[src/design/pfx_pkg.sv]
package pfx_pkg;

  // Datapath and symbol widths
  localparam int unsigned DATA_W = 32;
  localparam int unsigned ITER_W = 5;
  localparam int unsigned SYM_W  = 8;

  // ASCII codes the evaluator decodes
  localparam logic [SYM_W-1:0] SYM_NUL   = 8'h00;
  localparam logic [SYM_W-1:0] SYM_ZERO  = 8'h30;
  localparam logic [SYM_W-1:0] SYM_NINE  = 8'h39;
  localparam logic [SYM_W-1:0] SYM_PLUS  = 8'h2B;
  localparam logic [SYM_W-1:0] SYM_MINUS = 8'h2D;
  localparam logic [SYM_W-1:0] SYM_STAR  = 8'h2A;
  localparam logic [SYM_W-1:0] SYM_SLASH = 8'h2F;

  typedef enum logic [1:0] {
    ALU_ADD,
    ALU_SUB,
    ALU_MUL,
    ALU_DIV
  } alu_op_e;

  typedef enum logic [2:0] {
    A_IDLE,
    A_ARITH,
    A_MUL,
    A_NEG_A,
    A_NEG_B,
    A_DIV,
    A_FIX,
    A_DONE
  } alu_state_e;

  typedef enum logic [2:0] {
    S_IDLE,
    S_DECODE,
    S_POP_R,
    S_POP_L,
    S_LOAD_L,
    S_EXEC,
    S_FINISH,
    S_REPORT
  } pfx_state_e;

  typedef struct packed {
    logic    start;
    alu_op_e op;
  } alu_req_t;

  typedef struct packed {
    logic              done;
    logic              div_zero;
    logic [DATA_W-1:0] result;
  } alu_rsp_t;

endpackage

[src/design/pfx_stack.sv]
module pfx_stack #(
  parameter int unsigned DEPTH = 32,
  parameter int unsigned AW    = 5
) (
  input  logic                      clk_i,
  input  logic                      we_i,
  input  logic [AW-1:0]             waddr_i,
  input  logic [pfx_pkg::DATA_W-1:0] wdata_i,
  input  logic                      re_i,
  input  logic [AW-1:0]             raddr_i,
  output logic [pfx_pkg::DATA_W-1:0] rdata_o
);
  import pfx_pkg::*;

  logic [DATA_W-1:0] mem [DEPTH];
  logic [DATA_W-1:0] rdata_q;

  // single write port
  always_ff @(posedge clk_i) begin
    if (we_i) begin
      mem[waddr_i] <= wdata_i;
    end
  end

  // registered read port, holds between reads
  always_ff @(posedge clk_i) begin
    if (re_i) begin
      rdata_q <= mem[raddr_i];
    end
  end

  assign rdata_o = rdata_q;

endmodule

[src/design/pfx_alu.sv]
module pfx_alu (
  input  logic                       clk_i,
  input  logic                       rst_ni,
  input  pfx_pkg::alu_req_t          req_i,
  input  logic [pfx_pkg::DATA_W-1:0] a_i,
  input  logic [pfx_pkg::DATA_W-1:0] b_i,
  output pfx_pkg::alu_rsp_t          rsp_o
);
  import pfx_pkg::*;

  alu_state_e        state_q, state_d;
  alu_op_e           op_q, op_d;
  logic [DATA_W-1:0] acc_q, acc_d;   // product / remainder
  logic [DATA_W-1:0] opa_q, opa_d;   // multiplicand / dividend-quotient
  logic [DATA_W-1:0] opb_q, opb_d;   // multiplier / divisor
  logic [DATA_W-1:0] res_q, res_d;
  logic [ITER_W-1:0] iter_q, iter_d;
  logic              neg_q, neg_d;
  logic              dz_q, dz_d;

  logic [DATA_W:0]   add_x, add_y;
  logic              add_sub;
  logic [DATA_W+1:0] add_sum;
  logic              add_carry;
  logic [DATA_W:0]   rem_sh;
  logic              last_iter;

  assign last_iter = (iter_q == {ITER_W{1'b1}});
  assign rem_sh    = {acc_q, opa_q[DATA_W-1]};

  // the one shared adder
  assign add_sum   = {1'b0, add_x} + {1'b0, (add_sub ? ~add_y : add_y)}
                   + (DATA_W+2)'(add_sub);
  assign add_carry = add_sum[DATA_W+1];

  // adder operand select
  always_comb begin
    add_x   = '0;
    add_y   = '0;
    add_sub = 1'b0;
    case (state_q)
      A_ARITH: begin
        add_x   = {1'b0, opa_q};
        add_y   = {1'b0, opb_q};
        add_sub = (op_q == ALU_SUB);
      end
      A_MUL: begin
        add_x = {1'b0, acc_q};
        add_y = opb_q[0] ? {1'b0, opa_q} : '0;
      end
      A_NEG_A: begin
        add_y   = {1'b0, opa_q};
        add_sub = 1'b1;
      end
      A_NEG_B: begin
        add_y   = {1'b0, opb_q};
        add_sub = 1'b1;
      end
      A_DIV: begin
        add_x   = rem_sh;
        add_y   = {1'b0, opb_q};
        add_sub = 1'b1;
      end
      A_FIX: begin
        add_y   = {1'b0, opa_q};
        add_sub = 1'b1;
      end
      default: begin
        add_sub = 1'b0;
      end
    endcase
  end

  // next state
  always_comb begin
    state_d = state_q;
    unique case (state_q)
      A_IDLE: begin
        if (req_i.start) begin
          unique case (req_i.op)
            ALU_ADD, ALU_SUB: state_d = A_ARITH;
            ALU_MUL:          state_d = A_MUL;
            ALU_DIV:          state_d = (b_i == '0) ? A_DONE : A_NEG_A;
            default:          state_d = A_IDLE;
          endcase
        end
      end
      A_ARITH: state_d = A_DONE;
      A_MUL:   state_d = last_iter ? A_DONE : A_MUL;
      A_NEG_A: state_d = A_NEG_B;
      A_NEG_B: state_d = A_DIV;
      A_DIV:   state_d = last_iter ? A_FIX : A_DIV;
      A_FIX:   state_d = A_DONE;
      A_DONE:  state_d = A_IDLE;
      default: state_d = A_IDLE;
    endcase
  end

  // datapath updates
  always_comb begin
    op_d   = op_q;
    acc_d  = acc_q;
    opa_d  = opa_q;
    opb_d  = opb_q;
    res_d  = res_q;
    iter_d = iter_q;
    neg_d  = neg_q;
    dz_d   = dz_q;
    unique case (state_q)
      A_IDLE: begin
        if (req_i.start) begin
          op_d   = req_i.op;
          opa_d  = a_i;
          opb_d  = b_i;
          acc_d  = '0;
          iter_d = '0;
          neg_d  = a_i[DATA_W-1] ^ b_i[DATA_W-1];
          dz_d   = (req_i.op == ALU_DIV) && (b_i == '0);
          res_d  = '0;
        end
      end
      A_ARITH: res_d = add_sum[DATA_W-1:0];
      A_MUL: begin
        // shift-add, low word only
        acc_d  = add_sum[DATA_W-1:0];
        opa_d  = {opa_q[DATA_W-2:0], 1'b0};
        opb_d  = {1'b0, opb_q[DATA_W-1:1]};
        iter_d = iter_q + 1'b1;
        if (last_iter) begin
          res_d = add_sum[DATA_W-1:0];
        end
      end
      A_NEG_A: begin
        if (opa_q[DATA_W-1]) begin
          opa_d = add_sum[DATA_W-1:0];
        end
      end
      A_NEG_B: begin
        if (opb_q[DATA_W-1]) begin
          opb_d = add_sum[DATA_W-1:0];
        end
        acc_d  = '0;
        iter_d = '0;
      end
      A_DIV: begin
        // restoring step on magnitudes, quotient shifts into opa
        if (add_carry) begin
          acc_d = add_sum[DATA_W-1:0];
          opa_d = {opa_q[DATA_W-2:0], 1'b1};
        end else begin
          acc_d = rem_sh[DATA_W-1:0];
          opa_d = {opa_q[DATA_W-2:0], 1'b0};
        end
        iter_d = iter_q + 1'b1;
      end
      A_FIX:   res_d = neg_q ? add_sum[DATA_W-1:0] : opa_q;
      A_DONE:  res_d = res_q;
      default: res_d = res_q;
    endcase
  end

  always_ff @(posedge clk_i or negedge rst_ni) begin
    if (!rst_ni) begin
      state_q <= A_IDLE;
      iter_q  <= '0;
    end else begin
      state_q <= state_d;
      iter_q  <= iter_d;
    end
  end

  always_ff @(posedge clk_i) begin
    op_q  <= op_d;
    acc_q <= acc_d;
    opa_q <= opa_d;
    opb_q <= opb_d;
    res_q <= res_d;
    neg_q <= neg_d;
    dz_q  <= dz_d;
  end

  assign rsp_o.done     = (state_q == A_DONE);
  assign rsp_o.div_zero = dz_q;
  assign rsp_o.result   = res_q;

endmodule

[src/design/postfix_expression_evaluator.sv]
// Channel | Handshake               | Payload
// --------+-------------------------+------------------------------------------
// input   | in_valid_i/in_ready_o   | symbol_i, last_i
// output  | out_valid_o/out_ready_i | value_o, divide_by_zero_o, stack_overflow_o,
//         |                         | stack_underflow_o
//
// Accepted request to next accept: NUL or digit is decoded and finished; others pop two
// operands, then + - * / run in the ALU (a zero divisor skips the divide); a last request
// adds a report step and any wait for a held result. The shared iterative add/sub unit
// sets the multiply and divide length (one bit per cycle over 32 bits).
// in_ready_o is high only while the sequencer is idle.
// Reset clears the stack count, the sticky flags and the output valid.
// A held result does not block new requests; a later final result waits for it.
module postfix_expression_evaluator #(
  parameter int unsigned STACK_DEPTH = 32
) (
  input  logic                              clk_i,
  input  logic                              rst_ni,
  input  logic                              in_valid_i,
  output logic                              in_ready_o,
  input  logic [pfx_pkg::SYM_W-1:0]         symbol_i,
  input  logic                              last_i,
  output logic                              out_valid_o,
  input  logic                              out_ready_i,
  output logic signed [pfx_pkg::DATA_W-1:0] value_o,
  output logic                              divide_by_zero_o,
  output logic                              stack_overflow_o,
  output logic                              stack_underflow_o
);
  import pfx_pkg::*;

  localparam int unsigned CntW  = $clog2(STACK_DEPTH + 1);
  localparam int unsigned AddrW = $clog2(STACK_DEPTH);

  pfx_state_e        state_q, state_d;
  logic [SYM_W-1:0]  sym_q, sym_d;
  logic              last_q, last_d;
  logic [CntW-1:0]   count_q, count_d;
  logic              dz_q, dz_d, ovf_q, ovf_d, unf_q, unf_d;
  logic [DATA_W-1:0] rhs_q, rhs_d;
  logic              rhit_q, rhit_d;   // read data came from the stack
  logic              lhit_q, lhit_d;
  logic              out_valid_q, out_valid_d;
  logic [DATA_W-1:0] value_q, value_d;
  logic              out_dz_q, out_dz_d, out_ovf_q, out_ovf_d, out_unf_q, out_unf_d;

  logic              mem_we, mem_re;
  logic [AddrW-1:0]  mem_waddr, mem_raddr;
  logic [DATA_W-1:0] mem_wdata, mem_rdata;

  alu_req_t          alu_req;
  alu_rsp_t          alu_rsp;
  logic [DATA_W-1:0] alu_a;

  logic              is_digit, is_arith;
  alu_op_e           dec_op;
  logic [CntW-1:0]   count_m1;
  logic [AddrW-1:0]  top_addr, push_addr;
  logic              full, empty;

  assign count_m1  = count_q - CntW'(1);
  assign top_addr  = count_m1[AddrW-1:0];
  assign push_addr = count_q[AddrW-1:0];
  assign full      = (count_q == CntW'(STACK_DEPTH));
  assign empty     = (count_q == '0);

  // symbol decode
  always_comb begin
    is_digit = (sym_q >= SYM_ZERO) && (sym_q <= SYM_NINE);
    is_arith = 1'b1;
    dec_op   = ALU_ADD;
    unique case (sym_q)
      SYM_PLUS:  dec_op = ALU_ADD;
      SYM_MINUS: dec_op = ALU_SUB;
      SYM_STAR:  dec_op = ALU_MUL;
      SYM_SLASH: dec_op = ALU_DIV;
      default:   is_arith = 1'b0;
    endcase
  end

  pfx_stack #(
    .DEPTH (STACK_DEPTH),
    .AW    (AddrW)
  ) u_stack (
    .clk_i   (clk_i),
    .we_i    (mem_we),
    .waddr_i (mem_waddr),
    .wdata_i (mem_wdata),
    .re_i    (mem_re),
    .raddr_i (mem_raddr),
    .rdata_o (mem_rdata)
  );

  assign alu_a = lhit_q ? mem_rdata : '0;

  pfx_alu u_alu (
    .clk_i  (clk_i),
    .rst_ni (rst_ni),
    .req_i  (alu_req),
    .a_i    (alu_a),
    .b_i    (rhs_q),
    .rsp_o  (alu_rsp)
  );

  // sequencer next state
  always_comb begin
    state_d = state_q;
    unique case (state_q)
      S_IDLE:   state_d = in_valid_i ? S_DECODE : S_IDLE;
      S_DECODE: state_d = (sym_q == SYM_NUL || is_digit) ? S_FINISH : S_POP_R;
      S_POP_R:  state_d = S_POP_L;
      S_POP_L:  state_d = S_LOAD_L;
      S_LOAD_L: state_d = is_arith ? S_EXEC : S_FINISH;
      S_EXEC:   state_d = alu_rsp.done ? S_FINISH : S_EXEC;
      S_FINISH: state_d = last_q ? S_REPORT : S_IDLE;
      S_REPORT: state_d = (!out_valid_q || out_ready_i) ? S_IDLE : S_REPORT;
      default:  state_d = S_IDLE;
    endcase
  end

  // sequencer outputs and register updates
  always_comb begin
    sym_d       = sym_q;
    last_d      = last_q;
    count_d     = count_q;
    dz_d        = dz_q;
    ovf_d       = ovf_q;
    unf_d       = unf_q;
    rhs_d       = rhs_q;
    rhit_d      = rhit_q;
    lhit_d      = lhit_q;
    out_valid_d = out_valid_q;
    value_d     = value_q;
    out_dz_d    = out_dz_q;
    out_ovf_d   = out_ovf_q;
    out_unf_d   = out_unf_q;
    mem_we      = 1'b0;
    mem_waddr   = push_addr;
    mem_wdata   = DATA_W'(sym_q - SYM_ZERO);
    mem_re      = 1'b0;
    mem_raddr   = top_addr;
    alu_req     = '{start: 1'b0, op: dec_op};

    if (out_valid_q && out_ready_i) begin
      out_valid_d = 1'b0;
    end

    unique case (state_q)
      S_IDLE: begin
        if (in_valid_i) begin
          sym_d  = symbol_i;
          last_d = last_i;
        end
      end
      S_DECODE: begin
        // digit push
        if (is_digit) begin
          if (full) begin
            ovf_d = 1'b1;
          end else begin
            mem_we  = 1'b1;
            count_d = count_q + 1'b1;
          end
        end
      end
      S_POP_R: begin
        rhit_d = !empty;
        if (empty) begin
          unf_d = 1'b1;
        end else begin
          mem_re  = 1'b1;
          count_d = count_m1;
        end
      end
      S_POP_L: begin
        rhs_d  = rhit_q ? mem_rdata : '0;
        lhit_d = !empty;
        if (empty) begin
          unf_d = 1'b1;
        end else begin
          mem_re  = 1'b1;
          count_d = count_m1;
        end
      end
      S_LOAD_L: begin
        alu_req.start = is_arith;
      end
      S_EXEC: begin
        // push the operator result
        if (alu_rsp.done) begin
          dz_d      = dz_q | alu_rsp.div_zero;
          mem_wdata = alu_rsp.result;
          if (full) begin
            ovf_d = 1'b1;
          end else begin
            mem_we  = 1'b1;
            count_d = count_q + 1'b1;
          end
        end
      end
      S_FINISH: begin
        rhit_d = last_q && !empty;
        mem_re = last_q && !empty;
      end
      S_REPORT: begin
        if (!out_valid_q || out_ready_i) begin
          out_valid_d = 1'b1;
          value_d     = rhit_q ? mem_rdata : '0;
          out_dz_d    = dz_q;
          out_ovf_d   = ovf_q;
          out_unf_d   = unf_q;
          count_d     = '0;
          dz_d        = 1'b0;
          ovf_d       = 1'b0;
          unf_d       = 1'b0;
        end
      end
      default: begin
        mem_we = 1'b0;
      end
    endcase
  end

  always_ff @(posedge clk_i or negedge rst_ni) begin
    if (!rst_ni) begin
      state_q     <= S_IDLE;
      count_q     <= '0;
      dz_q        <= 1'b0;
      ovf_q       <= 1'b0;
      unf_q       <= 1'b0;
      out_valid_q <= 1'b0;
    end else begin
      state_q     <= state_d;
      count_q     <= count_d;
      dz_q        <= dz_d;
      ovf_q       <= ovf_d;
      unf_q       <= unf_d;
      out_valid_q <= out_valid_d;
    end
  end

  always_ff @(posedge clk_i) begin
    sym_q     <= sym_d;
    last_q    <= last_d;
    rhs_q     <= rhs_d;
    rhit_q    <= rhit_d;
    lhit_q    <= lhit_d;
    value_q   <= value_d;
    out_dz_q  <= out_dz_d;
    out_ovf_q <= out_ovf_d;
    out_unf_q <= out_unf_d;
  end

  assign in_ready_o        = (state_q == S_IDLE);
  assign out_valid_o       = out_valid_q;
  assign value_o           = $signed(value_q);
  assign divide_by_zero_o  = out_dz_q;
  assign stack_overflow_o  = out_ovf_q;
  assign stack_underflow_o = out_unf_q;

  // checks
  a_count_bound: assert property (@(posedge clk_i) disable iff (!rst_ni)
    count_q <= CntW'(STACK_DEPTH))
    else $error("stack count beyond depth");

  a_no_write_full: assert property (@(posedge clk_i) disable iff (!rst_ni)
    mem_we |-> !full)
    else $error("write into full stack");

  a_done_in_exec: assert property (@(posedge clk_i) disable iff (!rst_ni)
    alu_rsp.done |-> (state_q == S_EXEC))
    else $error("unit finished outside execute");

  a_report_clears: assert property (@(posedge clk_i) disable iff (!rst_ni)
    (state_q == S_REPORT && state_d == S_IDLE) |=>
      (count_q == '0 && !dz_q && !ovf_q && !unf_q && out_valid_q))
    else $error("report did not clear stack and flags");

endmodule
[config.mk]
export PLATFORM = sky130hd
export DESIGN_NAME = postfix_expression_evaluator
export DESIGN_NICKNAME = d
export VERILOG_FILES = /design/src/design/pfx_pkg.sv /design/src/design/pfx_stack.sv /design/src/design/pfx_alu.sv /design/src/design/postfix_expression_evaluator.sv
export SDC_FILE = /design/constraint.sdc
export NUM_CORES = 2
export LEC_CHECK = 0
export ABC_AREA = 1
export BUFFER_PORTS_ARGS = -buffer_cell sky130_fd_sc_hd__clkbuf_2
export CORE_ASPECT_RATIO = 1.2
export CORE_UTILIZATION = 45
export CTS_CLUSTER_SIZE = 20
export DETAILED_ROUTE_END_ITERATION = 16
export HOLD_SLACK_MARGIN = 0.03
export SYNTH_ARGS = -nofsm -noshare
export SYNTH_HDL_FRONTEND = slang
export SYNTH_SLANG_ARGS = --single-unit
[constraint.sdc]
create_clock -name clk_i -period 4 [get_ports clk_i]
set_clock_uncertainty 0.15 [all_clocks]
set_input_delay 0.8 -clock clk_i [delete_from_list [all_inputs] [get_ports clk_i]]
set_output_delay 0.8 -clock clk_i [all_outputs]
set_load 0.02 [all_outputs]
==> flow_summary_export.csv <==
group,metric,value,unit
outcome,outcome,"completed",
setup_path,r2r_slack,0.08,ns
layout,fin_nets,4695,
routing,vias,38100,
hold_path,min_path_type,"input pin to register",
layout,drive_gt1_frac,0.134,
timing,period_share,0.979,
logic_synthesis,synth_cell_type_count,54,
grt,antenna_found_initial,2,
layout,fin_cells,6291,
timing,period_minus_slack,3.92,ns
clock_tree,path_clk_slew,0.06,ns
die,io-pin-count,50,
clock_tree,cts_sinks,1287,
clock_tree,clk_latency,0.77,ns
timing,hold_viol,0,
layout,finish.utilization,0.526,
setup_path,cp_common_cell,"nand2_1",
grt,grt_overflow,0,
die,core_area,120000,um2
die,die_y,383,um
setup_path,crit_required,4.34,ns
routing,first_iter_violations,4293,
die,die_area,123000,um2
setup_path,crit_buf_inv,6,
routing,avgViaCountPerCell,6.06,
die,start_util,0.455,
logic_synthesis,synth-seq-cells,1287,
clock_tree,root_buffer,"clkbuf_16",
routing,postRouteAntennaNets,0,
grt,grt_pass1_wl,243000,um
setup_path,worstSetupEndpointType,"register",
timing,slew_headroom,0.227,
logic_synthesis,synth_ff_type,"edfxtp_1",
grt,first_global_vias,36400,
clock_tree,cts_buffer_depth,3,
placement,routabilityCongestion,0.941,
logic_synthesis,synth_fp_nets,4519,
logic_synthesis,yosys_warnings,0,
timing,slew_violations,0,
layout,final_cell_mix,"1266 x edfxtp_1, 674 x o21ai_0, 669 x nor2_1",
timing,finalSetupViolations,0,
die,rows,139,
setup_path,crit_chain,"inv_1, nand2_1, nor2_4, buf_12, inv_2, buf_12, o221ai_1, ha_1, nand2_1, o21ai_0, buf_4, a21oi_2, o21ai_0, a31oi_1, buf_4, nand3_1, nand3_1, nand2_1",
setup_path,arrival,4.25,ns
routing,wl_per_cell,26.6,um
placement,dp_hpwl,101000,um
clock_tree,cts_tree,"built",
setup_path,crit_fanout,22,
grt,track_usage,0.270,
timing,worstMarginPinSlew,1.16,ns
routing,drt_pass1_iterations,6,
logic_synthesis,async_flop_share,0.0163,
timing,rsz0062_at_grt,"yes",
routing,wl,168000,um
logic_synthesis,avgSynthCellArea,12.2,um2
setup_path,cpPeakStageDelay,0.37,ns
logic_synthesis,ys_seq_area_frac,0.707,
timing,timing.hold.ws,0.0706,ns
clock_tree,cts_made_buffers,132,
setup_path,crit_family,"compound AO/OA/AOI/OAI gates",
layout,diodes,0,
logic_synthesis,synthCells,4463,
die,die_w,320,um
logic_synthesis,synth_area,54500,um2
layout,final_common_cell,"edfxtp_1",
setup_path,critPathSlowestCell,"dfrtp_1",
routing,drc,0,
setup_path,critPathKind,"register to register",
setup_path,startpoint_type,"register",
placement,dp.cells,6047,
flow_run,maxCapViolations,0,
clock_tree,htree_levels,4,
grt,grt_max_degree,208,
layout,syn2layout_area_growth,15.6,%
logic_synthesis,synth-edff-count,1266,
placement,io_buffers,49,
timing,fmax,0.255,GHz
==> cells in the mapped netlist, types with 3 or more instances <==
cell type | count | share of area
buf_2 | 19 | 0.0017
o211ai_1 | 10 | 0.0014
clkbuf_1 | 245 | 0.017
edfxtp_1 | 1266 | 0.70
nand2_1 | 375 | 0.026
o21bai_1 | 6 | 0.00083
nand3_1 | 134 | 0.012
nand4_1 | 7 | 0.00080
a221o_1 | 11 | 0.0020
nor3_1 | 16 | 0.0015
nand2_2 | 9 | 0.0010
a22oi_1 | 34 | 0.0047
o22ai_1 | 109 | 0.013
inv_1 | 245 | 0.017
o2111ai_1 | 3 | 0.00048
inv_2 | 9 | 0.00062
ha_1 | 42 | 0.0096
nor2_1 | 716 | 0.049
xor2_1 | 46 | 0.0074
a31oi_1 | 37 | 0.0042
xnor2_1 | 14 | 0.0022
buf_1 | 11 | 0.00076
a21oi_1 | 61 | 0.0056
clkinv_1 | 3 | 0.00021
o221ai_1 | 222 | 0.036
a22o_1 | 3 | 0.00048
nor4_1 | 8 | 0.00092
o21a_1 | 6 | 0.00083
dfrtp_1 | 21 | 0.0096
o21ai_1 | 8 | 0.00073
o21ai_0 | 695 | 0.064
a21boi_0 | 3 | 0.00041
a32oi_1 | 32 | 0.0051
nor2_2 | 3 | 0.00034
a21o_1 | 7 | 0.00096
==> sequential cells by signal (all words and copies together), names as in the netlist, 2 cells and up <==
| register | flops |
|---|---|
| sym_q | 8 |
| u_stack.rdata_o | 32 |
| rhs_q | 32 |
| u_alu.iter_q | 5 |
| u_stack.mem | 1024 |
| u_alu.op_q | 2 |
| value_o | 32 |
| state_q | 3 |
| u_alu.acc_q | 32 |
| u_alu.res_q | 32 |
| u_alu.state_q | 3 |
| u_alu.opb_q | 32 |
| count_q | 6 |
| u_alu.opa_q | 32 |
==> worst paths after layout <==
kind                                              start                          end  cells past startpoint
max in group asynchronous                        rst_ni       count_q[0]$_DFFE_PN0P_                      2
max reg2reg                u_alu.state_q[0]$_DFFE_PN0P_    u_alu.opa_q[31]$_DFFE_PP_                     18
min reg2reg                           unf_q$_DFFE_PN0P_  stack_underflow_o$_DFFE_PP_                      0
max                        u_alu.state_q[0]$_DFFE_PN0P_    u_alu.opa_q[31]$_DFFE_PP_                     18
min in group asynchronous                        rst_ni  u_alu.iter_q[1]$_DFFE_PN0P_                      2
min                                              last_i             last_q$_DFFE_PP_                      1
==> cells by family after synthesis <==
group           synth area share
buf+inv                   0.0376
fa+ha+maj                 0.0100
simple gates              0.0938
compound gates             0.142
xor+xnor                  0.0102
flops                      0.707
==> final cells by class <==
cell class	instances	area (um2)
clock buffer	175	3570
clock inverter	60	571
fill	10200	56800
inverter	257	982
multi-input combinational	2641	14500
sequential	1287	38500
tap	1551	1940
timing repair buffer	320	2860
==> layer usage <==
layer / up-vias / GRT usage / part of all wire
li1: 16900 / - / -
met1: 19200 / 0.350 / 0.40
met2: 1708 / 0.459 / 0.50
met3: 317 / 0.0390 / 0.070
met4: 2 / 0.104 / 0.038
met5: - / 0 / 0.000078
==> stage by stage <==
stage               cell area (um2)  TNS (ns)  setup WS (ns)
CTS                           62700         0       0.000195
detailed placement            58500    -0.104        -0.0424
global route                  63000    -0.145        -0.0470
global placement              58500   -0.0387        -0.0387
floorplan                     54500         0          0.180
finish                        63000         0         0.0848
==> timing repair <==
| action | 4_1_cts | 5_1_grt |
|---|---|---|
| hold buffers | 1 | 0 |
| endpoints found under the setup margin | 13 | 72 |
| gates cloned | 0 | 1 |
| buffers inserted | 1 | 6 |
| pin swaps | 2 | 19 |
| endpoints found under the hold margin | 21 | 0 |
| resized for setup | 2 | 73 |
Power is not shown: default switching activity piles up to over one toggle a cycle in this logic, so the estimate is an artifact.
